`src/wpm_pkg.sv`:
```
// shared constants, codes and types for the wildcard pattern matcher
`default_nettype none

package wpm_pkg;

    localparam int MAX_PATTERN = 32;
    localparam int ROW_W       = MAX_PATTERN + 1;
    localparam int LEN_W       = 6;
    localparam int PAT_W       = 8 * MAX_PATTERN;
    localparam int SCAN_LVLS   = $clog2(ROW_W);

    localparam int CFG_IDX_W  = 3;
    localparam int CFG_DATA_W = 64;
    localparam int WORD_BYTES = CFG_DATA_W / 8;

    localparam logic [CFG_IDX_W-1:0] REG_PATTERN_LENGTH = 3'd0;
    localparam logic [CFG_IDX_W-1:0] REG_BYTES_LOW      = 3'd1;
    localparam logic [CFG_IDX_W-1:0] REG_BYTES_SECOND   = 3'd2;
    localparam logic [CFG_IDX_W-1:0] REG_BYTES_THIRD    = 3'd3;
    localparam logic [CFG_IDX_W-1:0] REG_BYTES_HIGH     = 3'd4;

    localparam logic [7:0] STAR_BYTE = 8'h2A;
    localparam logic [7:0] ANY_BYTE  = 8'h3F;

    // queue depth must be a power of two
    localparam int Q_DEPTH = 2;
    localparam int Q_PTR_W = $clog2(Q_DEPTH);
    localparam int Q_CNT_W = $clog2(Q_DEPTH + 1);

    // pattern view seen by the row update
    typedef struct packed {
        logic [LEN_W-1:0]       len;
        logic [MAX_PATTERN-1:0] star;
        logic [ROW_W-1:0]       init_row;
        logic [ROW_W-1:0]       row_mask;
    } t_cfg_view;

    // one classified text byte
    typedef struct packed {
        logic                   restart;
        logic [MAX_PATTERN-1:0] hit;
    } t_qword;

    typedef struct packed {
        logic full;
        logic empty;
    } t_qstat;

endpackage

`default_nettype wire

```
`src/wildcard_pattern_matcher.sv`:
```
// wildcard matcher: one text word per cycle while the output is not stalled; an accepted
// word is written to the queue, then its row result is registered in the output stage; the
// match-row register in the back stage carries the row loop through a log-depth star scan
// a 2-entry queue splits input and output handshakes, output is a register stage
// synchronous active-low reset clears queue, row and config registers and sets the start flag
`default_nettype none

module wildcard_pattern_matcher
    import wpm_pkg::*;
(
    input  wire logic                  i_clk,
    input  wire logic                  i_rst_n,
    input  wire logic                  i_s_tvalid,
    output logic                       o_s_tready,
    input  wire logic [7:0]            i_s_tdata,   // [7:0] text_byte
    input  wire logic [0:0]            i_s_tuser,   // [0] first_byte
    output logic                       o_m_tvalid,
    input  wire logic                  i_m_tready,
    output logic      [7:0]            o_m_tdata,   // [0] prefix_matches, [1] any_alive
    input  wire logic                  i_cfg_valid,
    output logic                       o_cfg_ready,
    input  wire logic [CFG_IDX_W-1:0]  i_cfg_index,
    input  wire logic [CFG_DATA_W-1:0] i_cfg_data
);

    logic [PAT_W-1:0] w_pattern;
    t_cfg_view        w_view;
    t_qword           w_push_word;
    t_qword           w_pop_word;
    t_qstat           w_qstat;
    logic             w_push;
    logic             w_pop;
    logic             w_prefix;
    logic             w_alive;

    assign o_cfg_ready = 1'b1;

    wpm_cfg u_cfg (
        .i_clk       (i_clk),
        .i_rst_n     (i_rst_n),
        .i_cfg_valid (i_cfg_valid),
        .i_cfg_index (i_cfg_index),
        .i_cfg_data  (i_cfg_data),
        .o_pattern   (w_pattern),
        .o_view      (w_view)
    );

    wpm_front u_front (
        .i_clk        (i_clk),
        .i_rst_n      (i_rst_n),
        .i_valid      (i_s_tvalid),
        .i_text_byte  (i_s_tdata),
        .i_first_byte (i_s_tuser[0]),
        .i_pattern    (w_pattern),
        .i_q_full     (w_qstat.full),
        .o_ready      (o_s_tready),
        .o_push       (w_push),
        .o_qword      (w_push_word)
    );

    wpm_queue u_queue (
        .i_clk   (i_clk),
        .i_rst_n (i_rst_n),
        .i_push  (w_push),
        .i_wdata (w_push_word),
        .i_pop   (w_pop),
        .o_rdata (w_pop_word),
        .o_stat  (w_qstat)
    );

    wpm_back u_back (
        .i_clk            (i_clk),
        .i_rst_n          (i_rst_n),
        .i_view           (w_view),
        .i_qword          (w_pop_word),
        .i_qstat          (w_qstat),
        .o_pop            (w_pop),
        .o_valid          (o_m_tvalid),
        .i_ready          (i_m_tready),
        .o_prefix_matches (w_prefix),
        .o_any_alive      (w_alive)
    );

    assign o_m_tdata = {6'b0, w_alive, w_prefix};

    // a full match always leaves at least one live prefix
    assert property (@(posedge i_clk) disable iff (!i_rst_n)
        o_m_tvalid |-> (!o_m_tdata[0] || o_m_tdata[1]))
        else $error("prefix match without any live prefix");

    // queue status flags never both set
    assert property (@(posedge i_clk) disable iff (!i_rst_n)
        !(w_qstat.full && w_qstat.empty))
        else $error("queue full and empty at once");

    // a word accepted while none is popped leaves the queue non-empty
    assert property (@(posedge i_clk) disable iff (!i_rst_n)
        (w_push && !w_pop) |=> !w_qstat.empty)
        else $error("accepted word lost in queue");

endmodule

`default_nettype wire

```
`src/wpm_cfg.sv`:
```
// configuration registers and the derived star, initial-row and length masks
`default_nettype none

module wpm_cfg
    import wpm_pkg::*;
(
    input  wire logic                  i_clk,
    input  wire logic                  i_rst_n,
    input  wire logic                  i_cfg_valid,
    input  wire logic [CFG_IDX_W-1:0]  i_cfg_index,
    input  wire logic [CFG_DATA_W-1:0] i_cfg_data,
    output logic      [PAT_W-1:0]      o_pattern,
    output t_cfg_view                  o_view
);

    logic [LEN_W-1:0]       r_pattern_length;
    logic [PAT_W-1:0]       r_pattern;
    t_cfg_view              r_view;
    t_cfg_view              n_view;
    logic [LEN_W-1:0]       w_len;
    logic [MAX_PATTERN-1:0] w_star;
    logic [SCAN_LVLS:0][MAX_PATTERN-1:0] w_lead;

    always_ff @(posedge i_clk) begin
        if (!i_rst_n) begin
            r_pattern_length <= '0;
            r_pattern        <= '0;
        end else if (i_cfg_valid) begin
            unique case (i_cfg_index)
                REG_PATTERN_LENGTH: r_pattern_length <= i_cfg_data[LEN_W-1:0];
                REG_BYTES_LOW:      r_pattern[0*CFG_DATA_W +: CFG_DATA_W] <= i_cfg_data;
                REG_BYTES_SECOND:   r_pattern[1*CFG_DATA_W +: CFG_DATA_W] <= i_cfg_data;
                REG_BYTES_THIRD:    r_pattern[2*CFG_DATA_W +: CFG_DATA_W] <= i_cfg_data;
                REG_BYTES_HIGH:     r_pattern[3*CFG_DATA_W +: CFG_DATA_W] <= i_cfg_data;
                default: ;
            endcase
        end
    end

    assign w_len = (r_pattern_length > LEN_W'(MAX_PATTERN)) ? LEN_W'(MAX_PATTERN)
                                                            : r_pattern_length;

    // leading-star closure as a log-depth prefix and
    always_comb begin
        for (int j = 0; j < MAX_PATTERN; j++) begin
            w_star[j]    = (r_pattern[8*j +: 8] == STAR_BYTE);
            w_lead[0][j] = w_star[j];
        end
        for (int l = 0; l < SCAN_LVLS; l++) begin
            for (int j = 0; j < MAX_PATTERN; j++) begin
                if (j >= (1 << l)) begin
                    w_lead[l+1][j] = w_lead[l][j] & w_lead[l][j - (1 << l)];
                end else begin
                    w_lead[l+1][j] = w_lead[l][j];
                end
            end
        end
    end

    always_comb begin
        n_view.len         = w_len;
        n_view.star        = w_star;
        n_view.init_row[0] = 1'b1;
        n_view.row_mask[0] = 1'b1;
        for (int j = 1; j < ROW_W; j++) begin
            n_view.init_row[j] = w_lead[SCAN_LVLS][j-1] & (LEN_W'(j) <= w_len);
            n_view.row_mask[j] = (LEN_W'(j) <= w_len);
        end
    end

    always_ff @(posedge i_clk) begin
        if (!i_rst_n) begin
            r_view.len      <= '0;
            r_view.star     <= '0;
            r_view.init_row <= ROW_W'(1);
            r_view.row_mask <= ROW_W'(1);
        end else begin
            r_view <= n_view;
        end
    end

    assign o_pattern = r_pattern;
    assign o_view    = r_view;

endmodule

`default_nettype wire

```
`src/wpm_front.sv`:
```
// input side: takes text words, compares against every pattern byte, tracks restart
`default_nettype none

module wpm_front
    import wpm_pkg::*;
(
    input  wire logic             i_clk,
    input  wire logic             i_rst_n,
    input  wire logic             i_valid,
    input  wire logic [7:0]       i_text_byte,
    input  wire logic             i_first_byte,
    input  wire logic [PAT_W-1:0] i_pattern,
    input  wire logic             i_q_full,
    output logic                  o_ready,
    output logic                  o_push,
    output t_qword                o_qword
);

    logic r_at_start;
    logic n_at_start;

    assign o_ready = !i_q_full;
    assign o_push  = i_valid & !i_q_full;

    always_comb begin
        n_at_start = r_at_start;
        if (o_push) begin
            n_at_start = 1'b0;
        end
    end

    always_ff @(posedge i_clk) begin
        if (!i_rst_n) begin
            r_at_start <= 1'b1;
        end else begin
            r_at_start <= n_at_start;
        end
    end

    always_comb begin
        o_qword.restart = i_first_byte | r_at_start;
        for (int j = 0; j < MAX_PATTERN; j++) begin
            o_qword.hit[j] = (i_pattern[8*j +: 8] == i_text_byte) |
                             (i_pattern[8*j +: 8] == ANY_BYTE);
        end
    end

endmodule

`default_nettype wire

```
`src/wpm_queue.sv`:
```
// short queue of classified words between the front and back
`default_nettype none

module wpm_queue
    import wpm_pkg::*;
(
    input  wire logic   i_clk,
    input  wire logic   i_rst_n,
    input  wire logic   i_push,
    input  wire t_qword i_wdata,
    input  wire logic   i_pop,
    output t_qword      o_rdata,
    output t_qstat      o_stat
);

    t_qword             r_mem [Q_DEPTH];
    logic [Q_PTR_W-1:0] r_wr_ptr;
    logic [Q_PTR_W-1:0] r_rd_ptr;
    logic [Q_CNT_W-1:0] r_count;

    always_ff @(posedge i_clk) begin
        if (i_push) begin
            r_mem[r_wr_ptr] <= i_wdata;
        end
    end

    always_ff @(posedge i_clk) begin
        if (!i_rst_n) begin
            r_wr_ptr <= '0;
            r_rd_ptr <= '0;
            r_count  <= '0;
        end else begin
            if (i_push) begin
                r_wr_ptr <= r_wr_ptr + Q_PTR_W'(1);
            end
            if (i_pop) begin
                r_rd_ptr <= r_rd_ptr + Q_PTR_W'(1);
            end
            if (i_push && !i_pop) begin
                r_count <= r_count + Q_CNT_W'(1);
            end else if (i_pop && !i_push) begin
                r_count <= r_count - Q_CNT_W'(1);
            end
        end
    end

    assign o_rdata     = r_mem[r_rd_ptr];
    assign o_stat.full  = (r_count == Q_CNT_W'(Q_DEPTH));
    assign o_stat.empty = (r_count == '0);

endmodule

`default_nettype wire

```
`src/wpm_back.sv`:
```
// back side: match-row update with a prefix scan over star runs, output register
`default_nettype none

module wpm_back
    import wpm_pkg::*;
(
    input  wire logic      i_clk,
    input  wire logic      i_rst_n,
    input  wire t_cfg_view i_view,
    input  wire t_qword    i_qword,
    input  wire t_qstat    i_qstat,
    output logic           o_pop,
    output logic           o_valid,
    input  wire logic      i_ready,
    output logic           o_prefix_matches,
    output logic           o_any_alive
);

    logic [ROW_W-1:0]               r_row;
    logic [ROW_W-1:0]               w_old;
    logic [ROW_W-1:0]               w_next;
    logic [SCAN_LVLS:0][ROW_W-1:0]  w_g;
    logic [SCAN_LVLS:0][ROW_W-1:0]  w_p;
    logic                           r_valid;
    logic                           r_prefix;
    logic                           r_alive;

    assign o_pop = !i_qstat.empty & (!r_valid | i_ready);
    assign w_old = i_qword.restart ? i_view.init_row : r_row;

    // bit j = g | p & bit j-1, where a pattern star passes the lower bit up
    always_comb begin
        w_g[0][0] = 1'b0;
        w_p[0][0] = 1'b0;
        for (int j = 1; j < ROW_W; j++) begin
            w_p[0][j] = i_view.star[j-1];
            w_g[0][j] = i_view.star[j-1] ? w_old[j] : (i_qword.hit[j-1] & w_old[j-1]);
        end
        for (int l = 0; l < SCAN_LVLS; l++) begin
            for (int j = 0; j < ROW_W; j++) begin
                if (j >= (1 << l)) begin
                    w_g[l+1][j] = w_g[l][j] | (w_p[l][j] & w_g[l][j - (1 << l)]);
                    w_p[l+1][j] = w_p[l][j] & w_p[l][j - (1 << l)];
                end else begin
                    w_g[l+1][j] = w_g[l][j];
                    w_p[l+1][j] = w_p[l][j];
                end
            end
        end
        w_next = w_g[SCAN_LVLS] & i_view.row_mask;
    end

    always_ff @(posedge i_clk) begin
        if (o_pop) begin
            r_prefix <= w_next[i_view.len];
            r_alive  <= |w_next;
        end
    end

    always_ff @(posedge i_clk) begin
        if (!i_rst_n) begin
            r_row   <= '0;
            r_valid <= 1'b0;
        end else begin
            if (o_pop) begin
                r_row   <= w_next;
                r_valid <= 1'b1;
            end else if (i_ready) begin
                r_valid <= 1'b0;
            end
        end
    end

    assign o_valid          = r_valid;
    assign o_prefix_matches = r_prefix;
    assign o_any_alive      = r_alive;

endmodule

`default_nettype wire

```
`config.mk`:
```
export PLATFORM = sky130hd
export DESIGN_NAME = wildcard_pattern_matcher
export DESIGN_NICKNAME = d
export VERILOG_FILES = /design/src/wpm_pkg.sv /design/src/wildcard_pattern_matcher.sv /design/src/wpm_cfg.sv /design/src/wpm_front.sv /design/src/wpm_queue.sv /design/src/wpm_back.sv
export SDC_FILE = /design/constraint.sdc
export NUM_CORES = 1
export LEC_CHECK = 0
export ABC_AREA = 1
export BUFFER_PORTS_ARGS = -buffer_cell sky130_fd_sc_hd__buf_2
export CELL_PAD_IN_SITES_DETAIL_PLACEMENT = 1
export CELL_PAD_IN_SITES_GLOBAL_PLACEMENT = 1
export CORE_MARGIN = 2
export CORE_UTILIZATION = 49
export DETAILED_ROUTE_END_ITERATION = 8
export PLACE_DENSITY_LB_ADDON = 0.1
export SLEW_MARGIN = 20
export SYNTH_ARGS = -nofsm -noshare
export SYNTH_HDL_FRONTEND = slang
export SYNTH_SLANG_ARGS = --single-unit
```
`constraint.sdc`:
```
create_clock -name i_clk -period 5.1 [get_ports i_clk]
set_clock_uncertainty 0.1 [all_clocks]
set_input_delay 0.51 -clock i_clk [delete_from_list [all_inputs] [get_ports i_clk]]
set_output_delay 0.51 -clock i_clk [all_outputs]
set_load 0.01 [all_outputs]
```
==> results.json, run 1 <==
{
  "place.gp.congestion": 0.937,
  "dominantRegCellSynth": "dfxtp_1",
  "total_power_mw": 9.64,
  "max_freq_mhz": 282,
  "wire_per_inst_microns": 23.0,
  "viasPerCell": 5.92,
  "final_cells": 3916,
  "rsz0062_at_grt": "no",
  "slew_viol_final": 0,
  "post_cts_buffers": 0,
  "layout.area.seq_sq_um": 10100,
  "grtUsageTotal_pct": 36.1,
  "nFillCells": 6039,
  "cts_hold_buffers": 0,
  "netlist.top_cell.by_area": "dfxtp_1",
  "yosysMostFrequentCell": "nand2_1",
  "grt_first_pass_wirelength_microns": 138000,
  "worst_setup_path_start_kind": "flip-flop",
  "max_slew_margin_pct": 23.7,
  "fin_util_pct": 55.3,
  "drive_gt1_share_pct": 7.52,
  "drc": 0,
  "floorplan.initialDensity_pct": 49.6,
  "ys_top_cells_by_area": "dfxtp_1 (35%), nand2_1 (12%), edfxtp_1 (8.9%), o21ai_0 (6.9%), inv_1 (6.3%)",
  "placed_cells": 3821,
  "area_growth_pct": 11.4,
  "drt_iter0_drc": 1652,
  "cts_max_level": 2,
  "slowest_delay_ps": 700,
  "setup_viol_count_final": 0,
  "cp_common_cell": "nand2_1",
  "cts_tree": "built",
  "grt_max_degree": 100,
  "synth_common_cells": "nand2_1 (751), dfxtp_1 (402), inv_1 (384)",
  "via_count": 23200,
  "yosys_warnings": 0,
  "cap_violations": 0,
  "netlist_instances": 3247,
  "finalWirelength_microns": 89900,
  "cp-end-kind": "flip-flop",
  "final_hold_viol_count": 0,
  "syn_area_sq_um": 23100,
  "async_reset_ff_share_pct": 0,
  "numClockSinks": 470,
  "cts.root.buffer_cell": "clkbuf_16",
  "crit_family": "simple AND/OR/NAND/NOR gates",
  "power_density_nw_per_um2": 375,
  "cts.repair.resized": 0,
  "synth_top_area_share_pct": 34.9,
  "status": "completed",
  "critPathKind": "flip-flop to flip-flop",
  "clkLatencyLatePin_ps": 610,
  "cp_slowest_cell": "nor4_1",
  "worst_pin_slew_ps": 1130,
  "path_buf_inv": 0,
  "multiInputGateArea_sq_um": 10900,
  "grt.overflow.total": 0,
  "pin_count": 92,
  "cts_buffers": 50,
  "hold_class": "primary input to flip-flop",
  "ant_nets": 0,
  "dieWidth_microns": 221,
  "synth_cell_types": 46,
  "cts.reportedPaths.clkPinSlew_ps": 70,
  "layout_min_cycle_time_ps": 3540,
  "path_max_fanout": 31,
  "fin_nets": 3350,
  "seq_area_frac_synth_pct": 43.8,
  "crit_chain": "nand2_1 -> nand2_2 -> nand2_1 -> nand3_1 -> nand2_1 -> nand2_1 -> nand3_1 -> nand3_1 -> nand2_1 -> nand3_1 -> nand2_1 -> nand2_1 -> nor4_1 -> nand4_1",
  "grt_pass1_vias": 24100,
  "antenna_cells": 0,
  "setup_tns_ps": 0,
  "min_period_over_period_pct": 69.5,
  "synth_edf_count": 68,
  "dr.pass1.iters": 5,
  "die_h_microns": 221,
  "core-area_sq_um": 46500,
  "synth_area_per_cell_sq_um": 7.10,
  "synth_seq_cells": 470,
  "arrival_ps": 3760,
  "ir_drop_uv": 345,
  "rows": 79,
  "antenna_found_initial": 3,
  "leakage_nw": 10.1,
  "worstPathRequired_ps": 5320,
  "dieArea_sq_um": 48800,
  "clockBufferDepth": 3,
  "hpwl_microns": 63100,
  "io_buffers": 84
}
==> through the flow <==
| stage | hold WS [ps] | setup WS (ps) | area, sq um |
|---|---|---|---|
| final | 100 | 1560 | 25700 |
| after global routing | 99.0 | 1320 | 25700 |
| after detailed placement | 340 | 1350 | 24000 |
| after CTS | 78.7 | 1330 | 25600 |
| after global placement | 325 | 1490 | 24000 |
| after floorplan | 311 | 2520 | 23100 |
==> per-layer routing <==
layer  share of wire [%]  global-route usage [%]  vias to the layer above  wire length (microns)
met1                  42                    45.8                    11400                  37500
met2                  47                    60.2                      771                  42100
met3                 7.2                    6.68                      246                   6510
met4                 4.3                    15.9                        6                   3840
li1                    -                       -                    10700                      -
met5               0.042                       0                        -                     38
==> cell usage in the layout (no fill, tap or decap), types with 23 or more instances in the layout <==
cell	n
o221ai_1	24
buf_2	83
buf_4	44
clkbuf_16	51
nor3_1	26
nand4_1	86
inv_1	382
nand3_1	112
nand2_1	749
o21ai_0	318
edfxtp_1	68
dfxtp_1	402
nor2_1	349
o32ai_1	23
a21oi_1	282
nor4_1	42
xnor2_1	107
==> worst reg2reg max path, cell delays in order, from the launching register on <==
cell      delay, ps
edfxtp_1        390
nand2_1         190
nand2_2         400
nand2_1         230
nand3_1         130
nand2_1          90
nand2_1          90
nand3_1          80
nand3_1         190
nand2_1         130
nand3_1          90
nand2_1         160
nand2_1          80
nor4_1          700
nand4_1         190
==> registers in the layout, indices dropped and copies added, names as in the netlist, named ones only <==
register	flops
u_cfg.o_pattern	256
u_cfg.o_view	101
u_queue.r_mem	66
u_back.r_row	32
u_cfg.r_pattern_length	6
u_queue.r_count	2
u_back.o_any_alive	1
u_back.o_prefix_matches	1
u_back.o_valid	1
u_front.r_at_start	1
u_queue.r_rd_ptr	1
u_queue.r_wr_ptr	1
==> cells by family (layout without fill, tap and decap cells) <==
| logic type | after synthesis | in the layout | share of synthesized area (%) |
|---|---|---|---|
| xor gates and xnor gates | 108 | 108 | 4.10 |
| AOI/OAI and AO/OA | 697 | 697 | 16.7 |
| buffers and inverters | 557 | 614 | 9.27 |
| other | 2 | 7 | 0.0326 |
| adders and majority gates | 1 | 1 | 0.0542 |
| DFF | 470 | 470 | 43.8 |
| and+or+nand+nor | 1412 | 1412 | 26.1 |
==> power by group <==
group          internal, mW  switching (mW)  leakage [nW]
sequential             4.07           0.205          3.92
clock                  2.09            1.60         0.800
combinational         0.469            1.21          5.34
==> area by class of cell <==
cell class                 count  share of cell area, %
multi-input combinational   2225                   42.6
sequential                   470                   39.3
inverter                     390                   5.70
clock buffer                  68                   5.49
timing repair buffer         131                   3.18
tap                          607                   2.96
clock inverter                25                  0.847
==> worst paths after layout <==
path,from,to,slack (ps),depth (start not counted)
worst max-delay path,u_queue.r_mem[1][32]$_DFFE_PP_,u_back.o_any_alive$_DFFE_PP_,1560,14
worst min-delay path,i_cfg_data[14],u_cfg.o_pattern[206]$_SDFFE_PN0P_,100,3
worst max register to register,u_queue.r_mem[1][32]$_DFFE_PP_,u_back.o_any_alive$_DFFE_PP_,1560,14
worst min register to register,u_front.r_at_start$_SDFFE_PN1P_,u_front.r_at_start$_SDFFE_PN1P_,350,2
Note: power is estimated with default switching activity, not from simulation.
==> run 2: changes to the inputs <==
--- a/config.mk
+++ b/config.mk
@@ -10,7 +10,7 @@
 export CELL_PAD_IN_SITES_DETAIL_PLACEMENT = 1
 export CELL_PAD_IN_SITES_GLOBAL_PLACEMENT = 1
 export CORE_MARGIN = 2
-export CORE_UTILIZATION = 49
+export CORE_UTILIZATION = 41
 export DETAILED_ROUTE_END_ITERATION = 8
 export PLACE_DENSITY_LB_ADDON = 0.1
 export SLEW_MARGIN = 20
==> constraint.sdc (replaced) <==
create_clock -name i_clk -period 3.19 [get_ports i_clk]
set_clock_uncertainty 0.1 [all_clocks]
set_input_delay 0.319 -clock i_clk [delete_from_list [all_inputs] [get_ports i_clk]]
set_output_delay 0.319 -clock i_clk [all_outputs]
set_load 0.01 [all_outputs]
==> results.json, run 2 (same netlist as run 1, synthesis figures left out) <==
{
  "status": "completed",
  "whs_ps": 19.2,
  "grtUsageTotal_pct": 31.3,
  "hpwl_microns": 65100,
  "dieArea_sq_um": 58200,
  "numClockSinks": 470,
  "viasPerCell": 5.47,
  "grt_pass1_vias": 23400,
  "floorplan.initialDensity_pct": 41.7,
  "cts.root.buffer_cell": "clkbuf_16",
  "die_h_microns": 241,
  "worstPathRequired_ps": 3620,
  "finalWirelength_microns": 90600,
  "cts_buffers": 53,
  "layout_min_cycle_time_ps": 3030,
  "arrival_ps": 3460,
  "fin_nets": 3470,
  "drive_gt1_share_pct": 9.21,
  "final_common_cell": "nand2_1",
  "cp-end-kind": "flip-flop",
  "antenna_found_initial": 0,
  "final_cells": 4180,
  "max_freq_mhz": 330,
  "path_max_fanout": 6,
  "pin_count": 92,
  "worst_setup_path_start_kind": "flip-flop",
  "final_hold_viol_count": 0,
  "leakage_nw": 10.7,
  "cts_max_level": 2,
  "largest_register_ff_count": 256,
  "critPathKind": "flip-flop to flip-flop",
  "setup_viol_count_final": 0,
  "drc": 0,
  "grt_first_pass_wirelength_microns": 139000,
  "rows": 86,
  "grt.overflow.total": 0,
  "worst_pin_slew_ps": 1050,
  "cap_violations": 0,
  "dieWidth_microns": 241,
  "io_buffers": 84,
  "via_count": 22900,
  "fin_util_pct": 49.1,
  "place.gp.congestion": 0.921,
  "slew_viol_final": 0,
  "grt_max_degree": 150,
  "hold_class": "primary input to flip-flop",
  "dr.pass1.iters": 6,
  "clockBufferDepth": 3,
  "area_growth_pct": 17.8,
  "power_density_nw_per_um2": 589,
  "post_cts_buffers": 0,
  "min_period_over_period_pct": 95.1,
  "max_slew_margin_pct": 29.1,
  "final_cell_mix": "nand2_1 (747), dfxtp_1 (401), inv_1 (383), nor2_1 (349), o21ai_0 (318)",
  "cts.reportedPaths.clkPinSlew_ps": 60,
  "ant_nets": 0,
  "core-area_sq_um": 55300,
  "placed_cells": 4017,
  "drt_iter0_drc": 1275,
  "ir_drop_uv": 425,
  "cts_tree": "built",
  "clkLatencyLatePin_ps": 630,
  "wire_per_inst_microns": 21.7
}
==> run 2: cell type report <==
| type | count | area [sq um] |
|---|---|---|
| Multi-Input combinational cell | 2225 | 11000 |
| Clock buffer | 80 | 1590 |
| Sequential cell | 470 | 10100 |
| Timing Repair Buffer | 248 | 1940 |
| Antenna cell | 2 | 5.00 |
| Inverter | 390 | 1460 |
| Clock inverter | 17 | 183 |
| Tap cell | 748 | 936 |
| Fill cell | 6982 | 28100 |
==> run 2: through the flow <==
step | setup slack (ps) | power (mW) | TNS (ps) | cell area [sq um]
after detailed placement | 135 | 9.66 | 0 | 24700
after CTS | 91.9 | 16.0 | 0 | 27100
after global placement | 161 | 9.59 | 0 | 24700
after global routing | -4.27 | 16.7 | -4.27 | 27200
after floorplan | 612 | 8.57 | 0 | 23100
final | 156 | 16.0 | 0 | 27200
==> run 2: per-layer routing <==
| layer | vias up | GRT usage, % | wire [microns] |
|---|---|---|---|
| met5 | - | 0 | 0 |
| li1 | 10900 | - | - |
| met1 | 11200 | 40.2 | 40000 |
| met2 | 526 | 53.7 | 43200 |
| met3 | 178 | 4.64 | 4280 |
| met4 | 0 | 10.2 | 3110 |
==> run 2: timing repair <==
item                                    CTS  global route
hold buffers                             63             0
gates resized for setup                   0            14
endpoints found under the setup margin    0             2
hold endpoints to repair                212             0
==> run 2: critical path, cell delays in order, from the launching register on <==
cell	delay [ps]
dfxtp_1	330
inv_1	70
nor4_1	290
inv_1	140
nor2_1	540
nand2_2	140
nor2_2	120
nand2_2	90
nor2_4	120
nand4_2	170
nor2_4	190
nand4_4	140
nor2_8	180
nand4_2	130
nor2_1	160
==> run 2: worst paths after layout <==
path / startpoint / end / slack, ps / cells after the start
worst max register to register: u_cfg.o_pattern[35]$_SDFFE_PN0P_ / u_cfg.o_view[60]$_SDFF_PN0_ / 160 / 14
worst max-delay path: u_cfg.o_pattern[35]$_SDFFE_PN0P_ / u_cfg.o_view[60]$_SDFF_PN0_ / 160 / 14
worst min-delay path: i_cfg_data[61] / u_cfg.o_pattern[125]$_SDFFE_PN0P_ / 20 / 3
worst min register to register: u_front.r_at_start$_SDFFE_PN1P_ / u_front.r_at_start$_SDFFE_PN1P_ / 370 / 2
==> run 2: power breakdown <==
part | total [mW] | leakage (nW) | switching [mW] | internal (mW)
Sequential | 6.86 | 3.92 | 0.339 | 6.52
Clock | 6.30 | 0.869 | 2.61 | 3.69
Combinational | 2.85 | 5.94 | 1.93 | 0.919
Total | 16.0 | 10.7 | 4.88 | 11.1
==> run 3: changes to the inputs <==
--- a/config.mk
+++ b/config.mk
@@ -7,8 +7,10 @@
 export LEC_CHECK = 0
 export ABC_AREA = 1
 export BUFFER_PORTS_ARGS = -buffer_cell sky130_fd_sc_hd__buf_2
+export CAP_MARGIN = 20
 export CELL_PAD_IN_SITES_DETAIL_PLACEMENT = 1
 export CELL_PAD_IN_SITES_GLOBAL_PLACEMENT = 1
+export CORE_ASPECT_RATIO = 1.75
 export CORE_MARGIN = 2
 export CORE_UTILIZATION = 41
 export DETAILED_ROUTE_END_ITERATION = 8
==> results.json, run 3 (same netlist as run 1, synthesis figures left out) <==
{
  "worstPathRequired_ps": 3420,
  "p_sw_mw": 4.85,
  "cp-end-kind": "flip-flop",
  "largest_register_ff_count": 256,
  "min-delay-start": "i_cfg_data[32]",
  "hold_class": "primary input to flip-flop",
  "viasPerCell": 5.57,
  "core-area_sq_um": 56000,
  "min_period_over_period_pct": 93.7,
  "power_density_nw_per_um2": 592,
  "crit_chain": "inv_1 -> nand2_1 -> nand2_4 -> clkbuf_16 -> nand2_1 -> nand2_1 -> nand2_1 -> o21ai_2 -> nand2_1 -> nand2_1 -> nand2_1 -> nand2_2 -> a21oi_4 -> nand3_2 -> nand3_1 -> nand4_1 -> nand2_1 -> nand2_1 -> nor2_1 -> nand4_1",
  "path_buf_inv": 2,
  "path_max_fanout": 7,
  "met2_length_microns": 49500,
  "critPathLaunch": "u_queue.r_mem[1][32]$_DFFE_PP_",
  "dieWidth_microns": 183,
  "max_slew_margin_pct": 25.4,
  "drc": 0,
  "rsz0062_at_grt": "yes",
  "setup_tns_ps": 0,
  "layout_min_cycle_time_ps": 2990,
  "max_freq_mhz": 334,
  "drive_gt1_share_pct": 9.81,
  "slew_viol_final": 0,
  "grt_max_degree": 246,
  "wl_met3_microns": 3230,
  "wl_met1_microns": 34200,
  "clockBufferDepth": 3,
  "finalWirelength_microns": 93300,
  "cp_common_cell": "nand2_1",
  "pin_count": 92,
  "fin_nets": 3469,
  "area_growth_pct": 18.0,
  "crit_family": "simple AND/OR/NAND/NOR gates",
  "slowest_delay_ps": 370,
  "floorplan.initialDensity_pct": 41.2,
  "total_power_mw": 16.1,
  "cts.root.buffer_cell": "clkbuf_16",
  "dp_slack_ps": -181,
  "io_buffers": 84,
  "nFillCells": 7079,
  "final_cell_mix": "nand2_1 (742), dfxtp_1 (401), inv_1 (383), nor2_1 (348), o21ai_0 (316)",
  "setup_slack_ps": 199,
  "cp_slowest_cell": "edfxtp_1",
  "via_count": 23000,
  "hpwl_microns": 68800,
  "cts_tree": "built",
  "cap_violations": 0,
  "worst_setup_path_start_kind": "flip-flop",
  "power.internal_mw": 11.2,
  "numClockSinks": 470,
  "ant_nets": 0,
  "arrival_ps": 3230,
  "die_h_microns": 318,
  "final_hold_viol_count": 0,
  "grt_first_pass_wirelength_microns": 141000,
  "cts.reportedPaths.clkPinSlew_ps": 70,
  "clkLatencyLatePin_ps": 600,
  "critPathKind": "flip-flop to flip-flop",
  "setup_viol_count_final": 0,
  "dr.pass1.iters": 5,
  "dieArea_sq_um": 58200,
  "grt_pass1_vias": 24500,
  "pwr-share-clk_pct": 39.6,
  "status": "completed",
  "final_common_cell": "nand2_1",
  "leakage_nw": 10.8,
  "rows": 115,
  "drt_iter0_drc": 1146,
  "p_comb_share_pct": 17.9,
  "switching_share_pct": 30.1,
  "rr_startpoint": "u_queue.r_mem[1][32]$_DFFE_PP_",
  "grt.overflow.total": 0,
  "place.gp.congestion": 1.07,
  "antenna_cells": 0,
  "grtUsageTotal_pct": 31.8,
  "seqPwrFrac_pct": 42.5,
  "wire_per_inst_microns": 22.6,
  "worst_pin_slew_ps": 1110,
  "cts_buffers": 48,
  "cts_max_level": 2,
  "antenna_found_initial": 0,
  "highest_layer": "met4",
  "ir_drop_uv": 490
}
run 3: changes by cell type in the layout (fill, tap and decap cells not counted), sizes merged, moves of 2 or more:
cell / delta
clkbuf: -17
clkinvlp: +2
bufinv: +7
buf: +4
inv: +2
diode: -2
clkinv: -2
run 3: cell type report:
type                       instances  area (sq um)  share of cell area (%)
clock inverter                    26           418                    1.54
timing repair buffer             252          1960                    7.21
clock buffer                      62          1340                    4.91
sequential                       470         10100                    37.1
tap                              702           878                    3.23
multi-input combinational       2225         11100                    40.6
inverter                         390          1460                    5.38
run 3: worst reg2reg max path, cell delays in order (launching register included):
cell and delay, ps:
edfxtp_1 370, inv_1 50, nand2_1 130, nand2_4 150, clkbuf_16 210, nand2_1 70
nand2_1 120, nand2_1 100, o21ai_2 90, nand2_1 70, nand2_1 100, nand2_1 90
nand2_2 100, a21oi_4 160, nand3_2 190, nand3_1 120, nand4_1 120, nand2_1 110
nand2_1 60, nor2_1 110, nand4_1 100
run 3: power groups by stage:
stage	clock, mW	sequential, mW	combinational, mW
floorplan	0	6.82	1.75
global placement	0	6.95	2.61
finish	6.37	6.84	2.88
detailed placement	0	6.96	2.68
CTS	6.47	6.84	2.76
global route	6.67	6.89	3.19
run 3: what timing repair did:
item / CTS / global route
hold endpoints to repair: 191 / 0
setup endpoints to repair: 2 / 2
buffers inserted: 0 / 2
gates resized for setup: 3 / 32
hold buffers: 62 / 0
pin swaps: 0 / 5
gates cloned: 0 / 2
run 3: final timing paths:
check / endpoint / slack (ps) / cells after the start
worst max register to register: u_back.o_any_alive$_DFFE_PP_ / 200 / 20
worst min register to register: u_queue.r_rd_ptr$_SDFFE_PN0P_ / 370 / 1
worst min-delay path: u_cfg.o_pattern[32]$_SDFFE_PN0P_ / 30 / 3
worst max-delay path: u_back.o_any_alive$_DFFE_PP_ / 200 / 20
run 3: through the flow:
step	cells	hold slack (ps)	instance area, sq um	util, %
floorplan	3252	311	23100	-
global placement	3973	325	24600	44.0
detailed placement	3973	357	24600	44.0
CTS	4123	0.0939	27000	48.3
global route	4127	26.4	27200	48.6
finish	4127	28.3	27200	48.6
run 3: routing by layer:
layer | track usage (%) | vias to the layer above
li1 | - | 10900
met1 | 33.3 | 11200
met2 | 59.7 | 541
met3 | 4.15 | 282
met4 | 19.0 | 0
met5 | 0 | -
